## config.mk

```make
export PLATFORM = sky130hd
export DESIGN_NAME = srecord_line_parser_top
export DESIGN_NICKNAME = d
export VERILOG_FILES = /design/src/srlp_pkg.sv /design/src/srlp_decode.sv /design/src/srecord_line_parser_top.sv
export SDC_FILE = /design/constraint.sdc
export NUM_CORES = 1
export LEC_CHECK = 0
export BUFFER_PORTS_ARGS = -buffer_cell sky130_fd_sc_hd__buf_2
export CAP_MARGIN = 20
export CORE_MARGIN = 1.5
export CORE_UTILIZATION = 56
export CTS_BUF_LIST = sky130_fd_sc_hd__clkbuf_8
export DETAILED_ROUTE_END_ITERATION = 16
export GPL_TIMING_DRIVEN = 0
export HOLD_SLACK_MARGIN = 0.1
export PLACE_DENSITY = 0.9
export SLEW_MARGIN = 20
export SYNTH_ARGS = -nofsm -noshare
export SYNTH_HDL_FRONTEND = slang
export SYNTH_HIERARCHICAL = 1
export SYNTH_SLANG_ARGS = --single-unit
export TNS_END_PERCENT = 10
```

## constraint.sdc

```tcl
create_clock -name clk -period 7.36 [get_ports clk]
set_input_delay 1.472 -clock clk [delete_from_list [all_inputs] [get_ports clk]]
set_output_delay 1.472 -clock clk [all_outputs]
set_load 0.01 [all_outputs]
```

## src/srlp_pkg.sv

```systemverilog
// Package for the S-record line parser: word types, parser state, error codes
// and the character decode helpers. No dependencies.

package srlp_pkg;

    localparam int LINE_NUMBER_BITS_DEFAULT = 32;

    localparam logic [9:0] POS_LIMIT = 10'd1023;
    localparam logic [7:0] CHAR_S    = 8'h53;
    localparam logic [7:0] SUM_MASK  = 8'hFF;

    // Per-line fault flags.
    localparam int FLAG_NO_S  = 0;
    localparam int FLAG_TYPE  = 1;
    localparam int FLAG_COUNT = 2;
    localparam int FLAG_HEX   = 3;

    localparam logic RESULT_DATA   = 1'b0;
    localparam logic RESULT_REPORT = 1'b1;

    typedef enum logic [2:0] {
        ERR_OK,
        ERR_NO_S,
        ERR_SHORT,
        ERR_TYPE,
        ERR_COUNT_HEX,
        ERR_LENGTH,
        ERR_HEX,
        ERR_CHECKSUM
    } err_code_t;

    typedef struct packed {
        logic [7:0] char_code;
        logic       end_of_line;
    } in_word_t;

    typedef struct packed {
        logic        result_kind;
        logic [7:0]  data_value;
        logic [7:0]  byte_index;
        logic [3:0]  record_kind;
        logic [31:0] record_address;
        logic        sum_ok;
        logic [2:0]  error_code;
        logic [31:0] line_index;
    } out_word_t;

    typedef struct packed {
        logic [9:0]  char_position;
        logic [7:0]  count_byte;
        logic [3:0]  kind_digit;
        logic [31:0] address_accum;
        logic [7:0]  byte_sum;
        logic [3:0]  high_nibble;
        logic [7:0]  stored_checksum;
        logic [3:0]  fault_flags;
    } line_state_t;

    typedef struct packed {
        line_state_t state;
        logic        emit;
        out_word_t   result;
    } step_t;

    // Returns {ok, value}; a non-hex character decodes as zero.
    function automatic logic [4:0] hex_digit(input logic [7:0] c);
        logic [4:0] r;
        r = 5'd0;
        priority if (c >= 8'h30 && c <= 8'h39)
            r = {1'b1, c[3:0]};
        else if ((c >= 8'h41 && c <= 8'h46) || (c >= 8'h61 && c <= 8'h66))
            r = {1'b1, c[3:0] + 4'd9};
        else
            r = 5'd0;
        return r;
    endfunction

    function automatic logic [2:0] addr_bytes(input logic [3:0] kind);
        logic [2:0] n;
        unique case (kind)
            4'd2, 4'd6, 4'd8: n = 3'd3;
            4'd3, 4'd7:       n = 3'd4;
            default:          n = 3'd2;
        endcase
        return n;
    endfunction

endpackage

```

## src/srlp_decode.sv

```systemverilog
// Combinational step of the S-record parser: one character or end-of-line
// word applied to the line state. Depends on srlp_pkg.

module srlp_decode (
    input  srlp_pkg::line_state_t state,
    input  srlp_pkg::in_word_t    in_word,
    input  logic                  csum_en,
    input  logic [31:0]           line_no,
    output srlp_pkg::step_t       step
);
    import srlp_pkg::*;

    logic [9:0]  p;
    logic [9:0]  q;
    logic [4:0]  hx;
    logic [7:0]  b;
    logic [7:0]  count_now;
    logic [9:0]  ck;
    logic [2:0]  ab;
    logic [9:0]  addr_end;
    logic [9:0]  idx_diff;
    logic [3:0]  faults;
    err_code_t   err;

    always_comb
    begin
        p         = state.char_position;
        q         = p - 10'd1;
        hx        = hex_digit(in_word.char_code);
        b         = {state.high_nibble, hx[3:0]};
        ab        = addr_bytes(state.kind_digit);
        addr_end  = 10'd4 + {6'd0, ab, 1'b0};
        count_now = (q == 10'd2) ? b : state.count_byte;
        ck        = {1'b0, count_now, 1'b0} + 10'd2;
        idx_diff  = q - addr_end;
        faults    = state.fault_flags;
        err       = ERR_OK;

        step        = '0;
        step.state  = state;

        if (!in_word.end_of_line)
        begin
            if (p != POS_LIMIT)
            begin
                step.state.char_position = p + 10'd1;
                if (p == 10'd0)
                begin
                    if (in_word.char_code != CHAR_S)
                        faults[FLAG_NO_S] = 1'b1;
                end
                else if (p == 10'd1)
                begin
                    if (in_word.char_code >= 8'h30 && in_word.char_code <= 8'h39
                        && in_word.char_code != 8'h34)
                        step.state.kind_digit = in_word.char_code[3:0];
                    else
                    begin
                        step.state.kind_digit = 4'd0;
                        faults[FLAG_TYPE]     = 1'b1;
                    end
                end
                else
                begin
                    if (!hx[4])
                    begin
                        if (p < 10'd4)
                            faults[FLAG_COUNT] = 1'b1;
                        else
                            faults[FLAG_HEX] = 1'b1;
                    end
                    if (!p[0])
                        step.state.high_nibble = hx[3:0];
                    else
                    begin
                        if (q == 10'd2)
                            step.state.count_byte = b;
                        if (q < ck)
                            step.state.byte_sum = (state.byte_sum + b) & SUM_MASK;
                        if (q == ck)
                            step.state.stored_checksum = b;
                        if (q >= 10'd4 && q < addr_end)
                            step.state.address_accum = {state.address_accum[23:0], b};
                        else if (q >= addr_end && q <= {1'b0, count_now, 1'b0}
                                 && faults == 4'd0)
                        begin
                            step.emit                  = 1'b1;
                            step.result.result_kind    = RESULT_DATA;
                            step.result.data_value     = b;
                            step.result.byte_index     = idx_diff[8:1];
                            step.result.record_kind    = state.kind_digit;
                            step.result.record_address = state.address_accum;
                            step.result.line_index     = line_no;
                        end
                    end
                end
                step.state.fault_flags = faults;
            end
        end
        else if (p != 10'd0)
        begin
            // Errors are ranked; the first one that applies is reported.
            priority if (faults[FLAG_NO_S])
                err = ERR_NO_S;
            else if (p < 10'd6)
                err = ERR_SHORT;
            else if (faults[FLAG_TYPE])
                err = ERR_TYPE;
            else if (faults[FLAG_COUNT])
                err = ERR_COUNT_HEX;
            else if (p != 10'd4 + {1'b0, state.count_byte, 1'b0})
                err = ERR_LENGTH;
            else if (faults[FLAG_HEX] || state.count_byte < {5'd0, ab} + 8'd1)
                err = ERR_HEX;
            else if (csum_en && ((~state.byte_sum) & SUM_MASK) != state.stored_checksum)
                err = ERR_CHECKSUM;
            else
                err = ERR_OK;

            step.emit               = 1'b1;
            step.result.result_kind = RESULT_REPORT;
            step.result.record_kind =
                (err == ERR_OK || err >= ERR_COUNT_HEX) ? state.kind_digit : 4'd0;
            step.result.record_address =
                (err == ERR_OK || err == ERR_CHECKSUM) ? state.address_accum : 32'd0;
            step.result.sum_ok      = (err == ERR_OK);
            step.result.error_code  = err;
            step.result.line_index  = line_no;
            step.state              = '0;
        end
    end

endmodule

```

## src/srecord_line_parser_top.sv

```systemverilog
// Top level of the S-record line parser: line state, line counter, checksum
// enable register and the output register. Depends on srlp_pkg, srlp_decode.

// The parser takes one word per clock unless the input is stalled: a character
// or an end-of-line mark. Each word is fully applied in the cycle it is accepted,
// and any result it causes (a data byte on the second digit of a payload byte,
// or the line report on end-of-line) appears in the output register on the next
// cycle, so the sustained rate is one word per cycle while nothing stalls.
// The input stalls only while a result sits in the output register and the
// downstream side stalls it. Empty lines are counted but give no report.
module srecord_line_parser_top #(
    parameter int LINE_NUMBER_BITS = srlp_pkg::LINE_NUMBER_BITS_DEFAULT
) (
    input  logic                 clk,
    input  logic                 rst_n,
    input  logic                 in_valid,
    output logic                 in_stall,
    input  srlp_pkg::in_word_t   in_data,
    output logic                 out_valid,
    input  logic                 out_stall,
    output srlp_pkg::out_word_t  out_data,
    input  logic                 cfg_wr_en,
    input  logic                 cfg_wr_data
);
    import srlp_pkg::*;

    localparam int LC_BITS = (LINE_NUMBER_BITS < 32) ? LINE_NUMBER_BITS : 32;

    line_state_t        state_reg;
    logic [LC_BITS-1:0] line_count_reg;
    logic [LC_BITS-1:0] line_count_next;
    logic               csum_en_reg;
    logic               out_valid_reg;
    out_word_t          out_data_reg;
    logic               in_accept;
    step_t              step;

    assign in_stall  = out_valid_reg && out_stall;
    assign in_accept = in_valid && !in_stall;
    assign out_valid = out_valid_reg;
    assign out_data  = out_data_reg;

    // The counter holds once it reaches all ones.
    assign line_count_next = (&line_count_reg) ? line_count_reg
                                               : line_count_reg + {{(LC_BITS-1){1'b0}}, 1'b1};

    srlp_decode u_decode (
        .state       (state_reg),
        .in_word     (in_data),
        .csum_en     (csum_en_reg),
        .line_no     (32'(line_count_next)),
        .step        (step)
    );

    always_ff @(posedge clk or negedge rst_n)
    begin
        if (!rst_n)
        begin
            state_reg      <= '0;
            line_count_reg <= '0;
            csum_en_reg    <= 1'b1;
            out_valid_reg  <= 1'b0;
        end
        else
        begin
            if (cfg_wr_en)
                csum_en_reg <= cfg_wr_data;
            if (in_accept)
            begin
                state_reg <= step.state;
                if (in_data.end_of_line)
                    line_count_reg <= line_count_next;
            end
            if (in_accept && step.emit)
                out_valid_reg <= 1'b1;
            else if (!out_stall)
                out_valid_reg <= 1'b0;
        end
    end

    always_ff @(posedge clk)
    begin
        if (in_accept && step.emit)
            out_data_reg <= step.result;
    end

endmodule

```

==> parameters.txt <==
Parameter                              Value

Route
  Routed wire length per instance    18.9 microns
  Via density    6.08
  Drt first-iter violations    870
  Number of iterations in the first detailed-routing pass    6
  DRC viols    0
  Final WL    30.9 mm
  Number of vias after detailed routing    9929
  Count of antenna-violating nets left after detailed routing    0

Yosys
  Cell type with the highest aggregate area in the netlist    sky130_fd_sc_hd__dfrtp_1
  Area share of the leading cell type in the synthesized netlist    22.5%
  Syn nets    1243
  Post-synthesis cell area    12400 sq um
  Most instantiated cells after synthesis    sky130_fd_sc_hd__dfrtp_1, sky130_fd_sc_hd__nand2_1, sky130_fd_sc_hd__edfxtp_1
  Distinct cell type count after synthesis    84
  Post-synthesis cell count    1185
  FF+latch count, synth    201
  Mean post-synth cell area    10.4 sq um
  Total of warnings raised by yosys    6
  Most frequently used cell type in the post-synthesis netlist    sky130_fd_sc_hd__dfrtp_1
  Top flip-flop cell by instance count after synthesis    sky130_fd_sc_hd__dfrtp_1
  Sequential share of the synthesized area    44.3%
  Number of enable-type register cells in the synthesized netlist    89
  Post-synth ARST share    55.7%
  Cell types occupying the most area after synthesis    sky130_fd_sc_hd__dfrtp_1, sky130_fd_sc_hd__edfxtp_1, sky130_fd_sc_hd__mux2_2

Placement
  HPWL reported at the end of detailed placement    21.8 mm
  IO buf count    104
  Cell count after placement    1571
  Placement Cell Area    13300 sq um
  Final RePlAce weighted congestion    1.01
  Pre-CTS setup slack    540 ps

Clocking
  Source-to-sink clock delay at the later pin of the worst-skew pair    520 ps
  Clock tree from TritonCTS    yes
  Count of buffers added by post-CTS timing repair for setup    0
  Number of clock sinks seen by CTS    201
  Clock edge transition at the registers on the reported setup and hold paths    50 ps
  Number of buffers created by CTS    35
  Depth of the CTS H-tree    2
  Hold-fix buffer count after cts    0
  CTS root buf    sky130_fd_sc_hd__clkbuf_8
  Maximum clock insertion buffer count    3
  Number of resized instances in the post-cts repair step    0

STA
  Unrepaired setup endpoints after global routing    false
  Final Hold Vio Count    0
  Final count of negative-setup-slack endpoints    0
  Final count of pins violating max slew    0
  Largest clock skew in the final design    36.1 ps
  Total Neg Setup Slack    0 ps
  Fin worst setup slack    372 ps
  Part of the cycle the worst path needs    94.9%
  Slew of the pin with the lowest slew margin    1170 ps
  Worst max-slew margin expressed relative to the limit    22.1%
  Maximum clock frequency    143 MHz
  Worst hold slack after final layout    512 ps
  Time the worst path needs with I/O delays and setup    6990 ps

Power
  Leakage power summed over all cells    6.28 nW
  Max rail drop VDD    182 uV
  Total power per unit cell area    271 nW/um^2
  Tot Pwr    3.78 mW

Floorplanning
  Full die area    23000 sq um
  I/O pin total    106
  Number of rows in the core area    54
  Area of the core region    21800 sq um
  Effective utilization at floorplan    56.8%
  Die boundary height    152 microns
  Die Span X    152 microns

Setup path
  Logic depth of the worst register-to-register path    20
  R2R Setup Slk    370 ps
  Worst Setup SP    state_reg[68]$_DFFE_PN0N_
  Crit Path Class    register to register
  Maximum fanout count along the critical path    50
  FF-to-FF End    out_data[32]$_DFFE_PP_
  Critical path launch point type    register
  Worst endpoint required time    7550 ps
  Endpoint arrival time on the critical path    7180 ps
  Endpoint class of the critical path    register
  Crit path to    out_data[32]$_DFFE_PP_
  Worst R2R Start    state_reg[68]$_DFFE_PN0N_

GRT
  First-pass GRT wire length    48.5 mm
  Pin count of the biggest net entering global routing    76
  Number of global-route vias before repair    9628
  Global routing usage summed across all routing layers    27.0%
  Antenna violations before repair    0
  Global-route congestion overflow total    0

Layout
  Layout filler cell count    1599
  Number of cells in the finished layout apart from fillers    1633
  Share of cells above drive strength 1    23.4%
  Area of the multi-input gates    6390 sq um
  Post-synthesis to final-layout area growth    13.1%
  Number of diodes    0
  Largest register FFs    89
  Final instance area    14000 sq um
  Area used by sequential logic in the layout    5480 sq um
  Number of nets in the layout    1386
  Final core utilization    64.2%

Worst hold path
  Worst Hold Depth    1
  HP Class    register to register
  Startpoint of the tightest hold check path    state_reg[74]$_DFFE_PN0N_

Flow run
  Number of violations of the max-capacitance limit    0

Run status
  Status    complete, no violations
-- power breakdown --
group	total (mW)	leakage, nW	switching, mW	internal, mW
Clock	1.01	0.412	0.448	0.558
Combinational	1.32	3.51	0.821	0.496
Sequential	1.46	2.36	0.119	1.34
-- worst min path at each step --
stage                                      to
3_5_place_dp        state_reg[74]$_DFFE_PN0N_
5_1_grt             state_reg[74]$_DFFE_PN0N_
6_report            state_reg[74]$_DFFE_PN0N_
3_3_place_gp        state_reg[74]$_DFFE_PN0N_
4_1_cts             state_reg[74]$_DFFE_PN0N_
2_1_floorplan  line_count_reg[13]$_DFFE_PN0P_
-- cell usage in the layout, fill, tap and decap left out, types with 3 or more instances in the layout --
| cell | instances |
|---|---|
| sky130_fd_sc_hd__buf_2 | 115 |
| sky130_fd_sc_hd__dfrtp_1 | 111 |
| sky130_fd_sc_hd__nand2_1 | 94 |
| sky130_fd_sc_hd__edfxtp_1 | 89 |
| sky130_fd_sc_hd__mux2_2 | 80 |
| sky130_fd_sc_hd__nor2_1 | 72 |
| sky130_fd_sc_hd__o21ai_0 | 71 |
| sky130_fd_sc_hd__xor2_1 | 56 |
| sky130_fd_sc_hd__inv_1 | 56 |
| sky130_fd_sc_hd__xnor2_1 | 44 |
| sky130_fd_sc_hd__nand3_1 | 43 |
| sky130_fd_sc_hd__mux2i_1 | 43 |
| sky130_fd_sc_hd__clkbuf_1 | 41 |
| sky130_fd_sc_hd__ha_1 | 41 |
| sky130_fd_sc_hd__clkbuf_8 | 39 |
| sky130_fd_sc_hd__nor2b_1 | 39 |
| sky130_fd_sc_hd__a21oi_1 | 37 |
| sky130_fd_sc_hd__nor3_1 | 31 |
| sky130_fd_sc_hd__and2_4 | 31 |
| sky130_fd_sc_hd__nand4_1 | 25 |
| sky130_fd_sc_hd__and2_1 | 13 |
| sky130_fd_sc_hd__nor4_1 | 12 |
| sky130_fd_sc_hd__and3_1 | 11 |
| sky130_fd_sc_hd__nand2b_1 | 11 |
| sky130_fd_sc_hd__buf_6 | 8 |
| sky130_fd_sc_hd__or4_1 | 7 |
| sky130_fd_sc_hd__nand3b_1 | 7 |
| sky130_fd_sc_hd__a31oi_1 | 7 |
| sky130_fd_sc_hd__o21a_1 | 7 |
| sky130_fd_sc_hd__a21boi_0 | 6 |
| sky130_fd_sc_hd__a21o_1 | 6 |
| sky130_fd_sc_hd__and4_1 | 5 |
| sky130_fd_sc_hd__nor3b_1 | 4 |
| sky130_fd_sc_hd__buf_1 | 4 |
| sky130_fd_sc_hd__nand4b_1 | 4 |
| sky130_fd_sc_hd__a22o_1 | 4 |
| sky130_fd_sc_hd__buf_4 | 3 |
| sky130_fd_sc_hd__nor4_4 | 3 |
| sky130_fd_sc_hd__a311oi_1 | 3 |
| sky130_fd_sc_hd__o21bai_1 | 3 |
-- layout make-up --
cell class	instances	share of cell area [%]
well taps	280	2.51
plain buffers	68	2.42
repair buffers	106	4.11
clock buffers	39	3.84
flip-flops and latches	201	39.2
inverters	40	1.07
multi-input cells	876	45.8
clock inverters	23	1.08
-- critical path, cell delays in order (launching register included) --
cell	delay [ps]
sky130_fd_sc_hd__dfrtp_1	500
sky130_fd_sc_hd__clkbuf_1	480
sky130_fd_sc_hd__inv_1	180
sky130_fd_sc_hd__ha_1	240
sky130_fd_sc_hd__clkbuf_1	200
sky130_fd_sc_hd__xnor2_1	340
sky130_fd_sc_hd__nand4_1	250
sky130_fd_sc_hd__a311oi_1	460
sky130_fd_sc_hd__o21a_1	200
sky130_fd_sc_hd__buf_6	140
sky130_fd_sc_hd__clkbuf_1	360
sky130_fd_sc_hd__mux2i_1	410
sky130_fd_sc_hd__ha_1	310
sky130_fd_sc_hd__a211o_1	300
sky130_fd_sc_hd__or4_1	620
sky130_fd_sc_hd__nor3b_4	320
sky130_fd_sc_hd__a211oi_4	140
sky130_fd_sc_hd__buf_2	230
sky130_fd_sc_hd__inv_1	100
sky130_fd_sc_hd__and2_4	510
sky130_fd_sc_hd__buf_12	330
-- cell families (layout without fill, tap and decap cells) --
group                    count (synthesis)  in the layout  share of synthesized area (%)
flip-flops                             201            201                           44.3
AO/OA/AOI/OAI                          175            175                           9.15
adder cells (fa/ha/maj)                 43             43                           4.48
AND/OR/NAND/NOR                        435            435                           20.2
multiplexers                           123            123                           10.8
buffers and inverters                  108            276                           3.95
XOR/XNOR                               100            100                           7.09
-- layer usage --
layer | global-route usage (%) | share of wire, % | wire, microns
met4 | 14.0 | 4.4 | 1360
met5 | 0 | 0 | 0
met1 | 34.4 | 40 | 12300
met2 | 44.6 | 48 | 14800
met3 | 4.25 | 7.9 | 2430
Power figures use the tool's default switching activity.
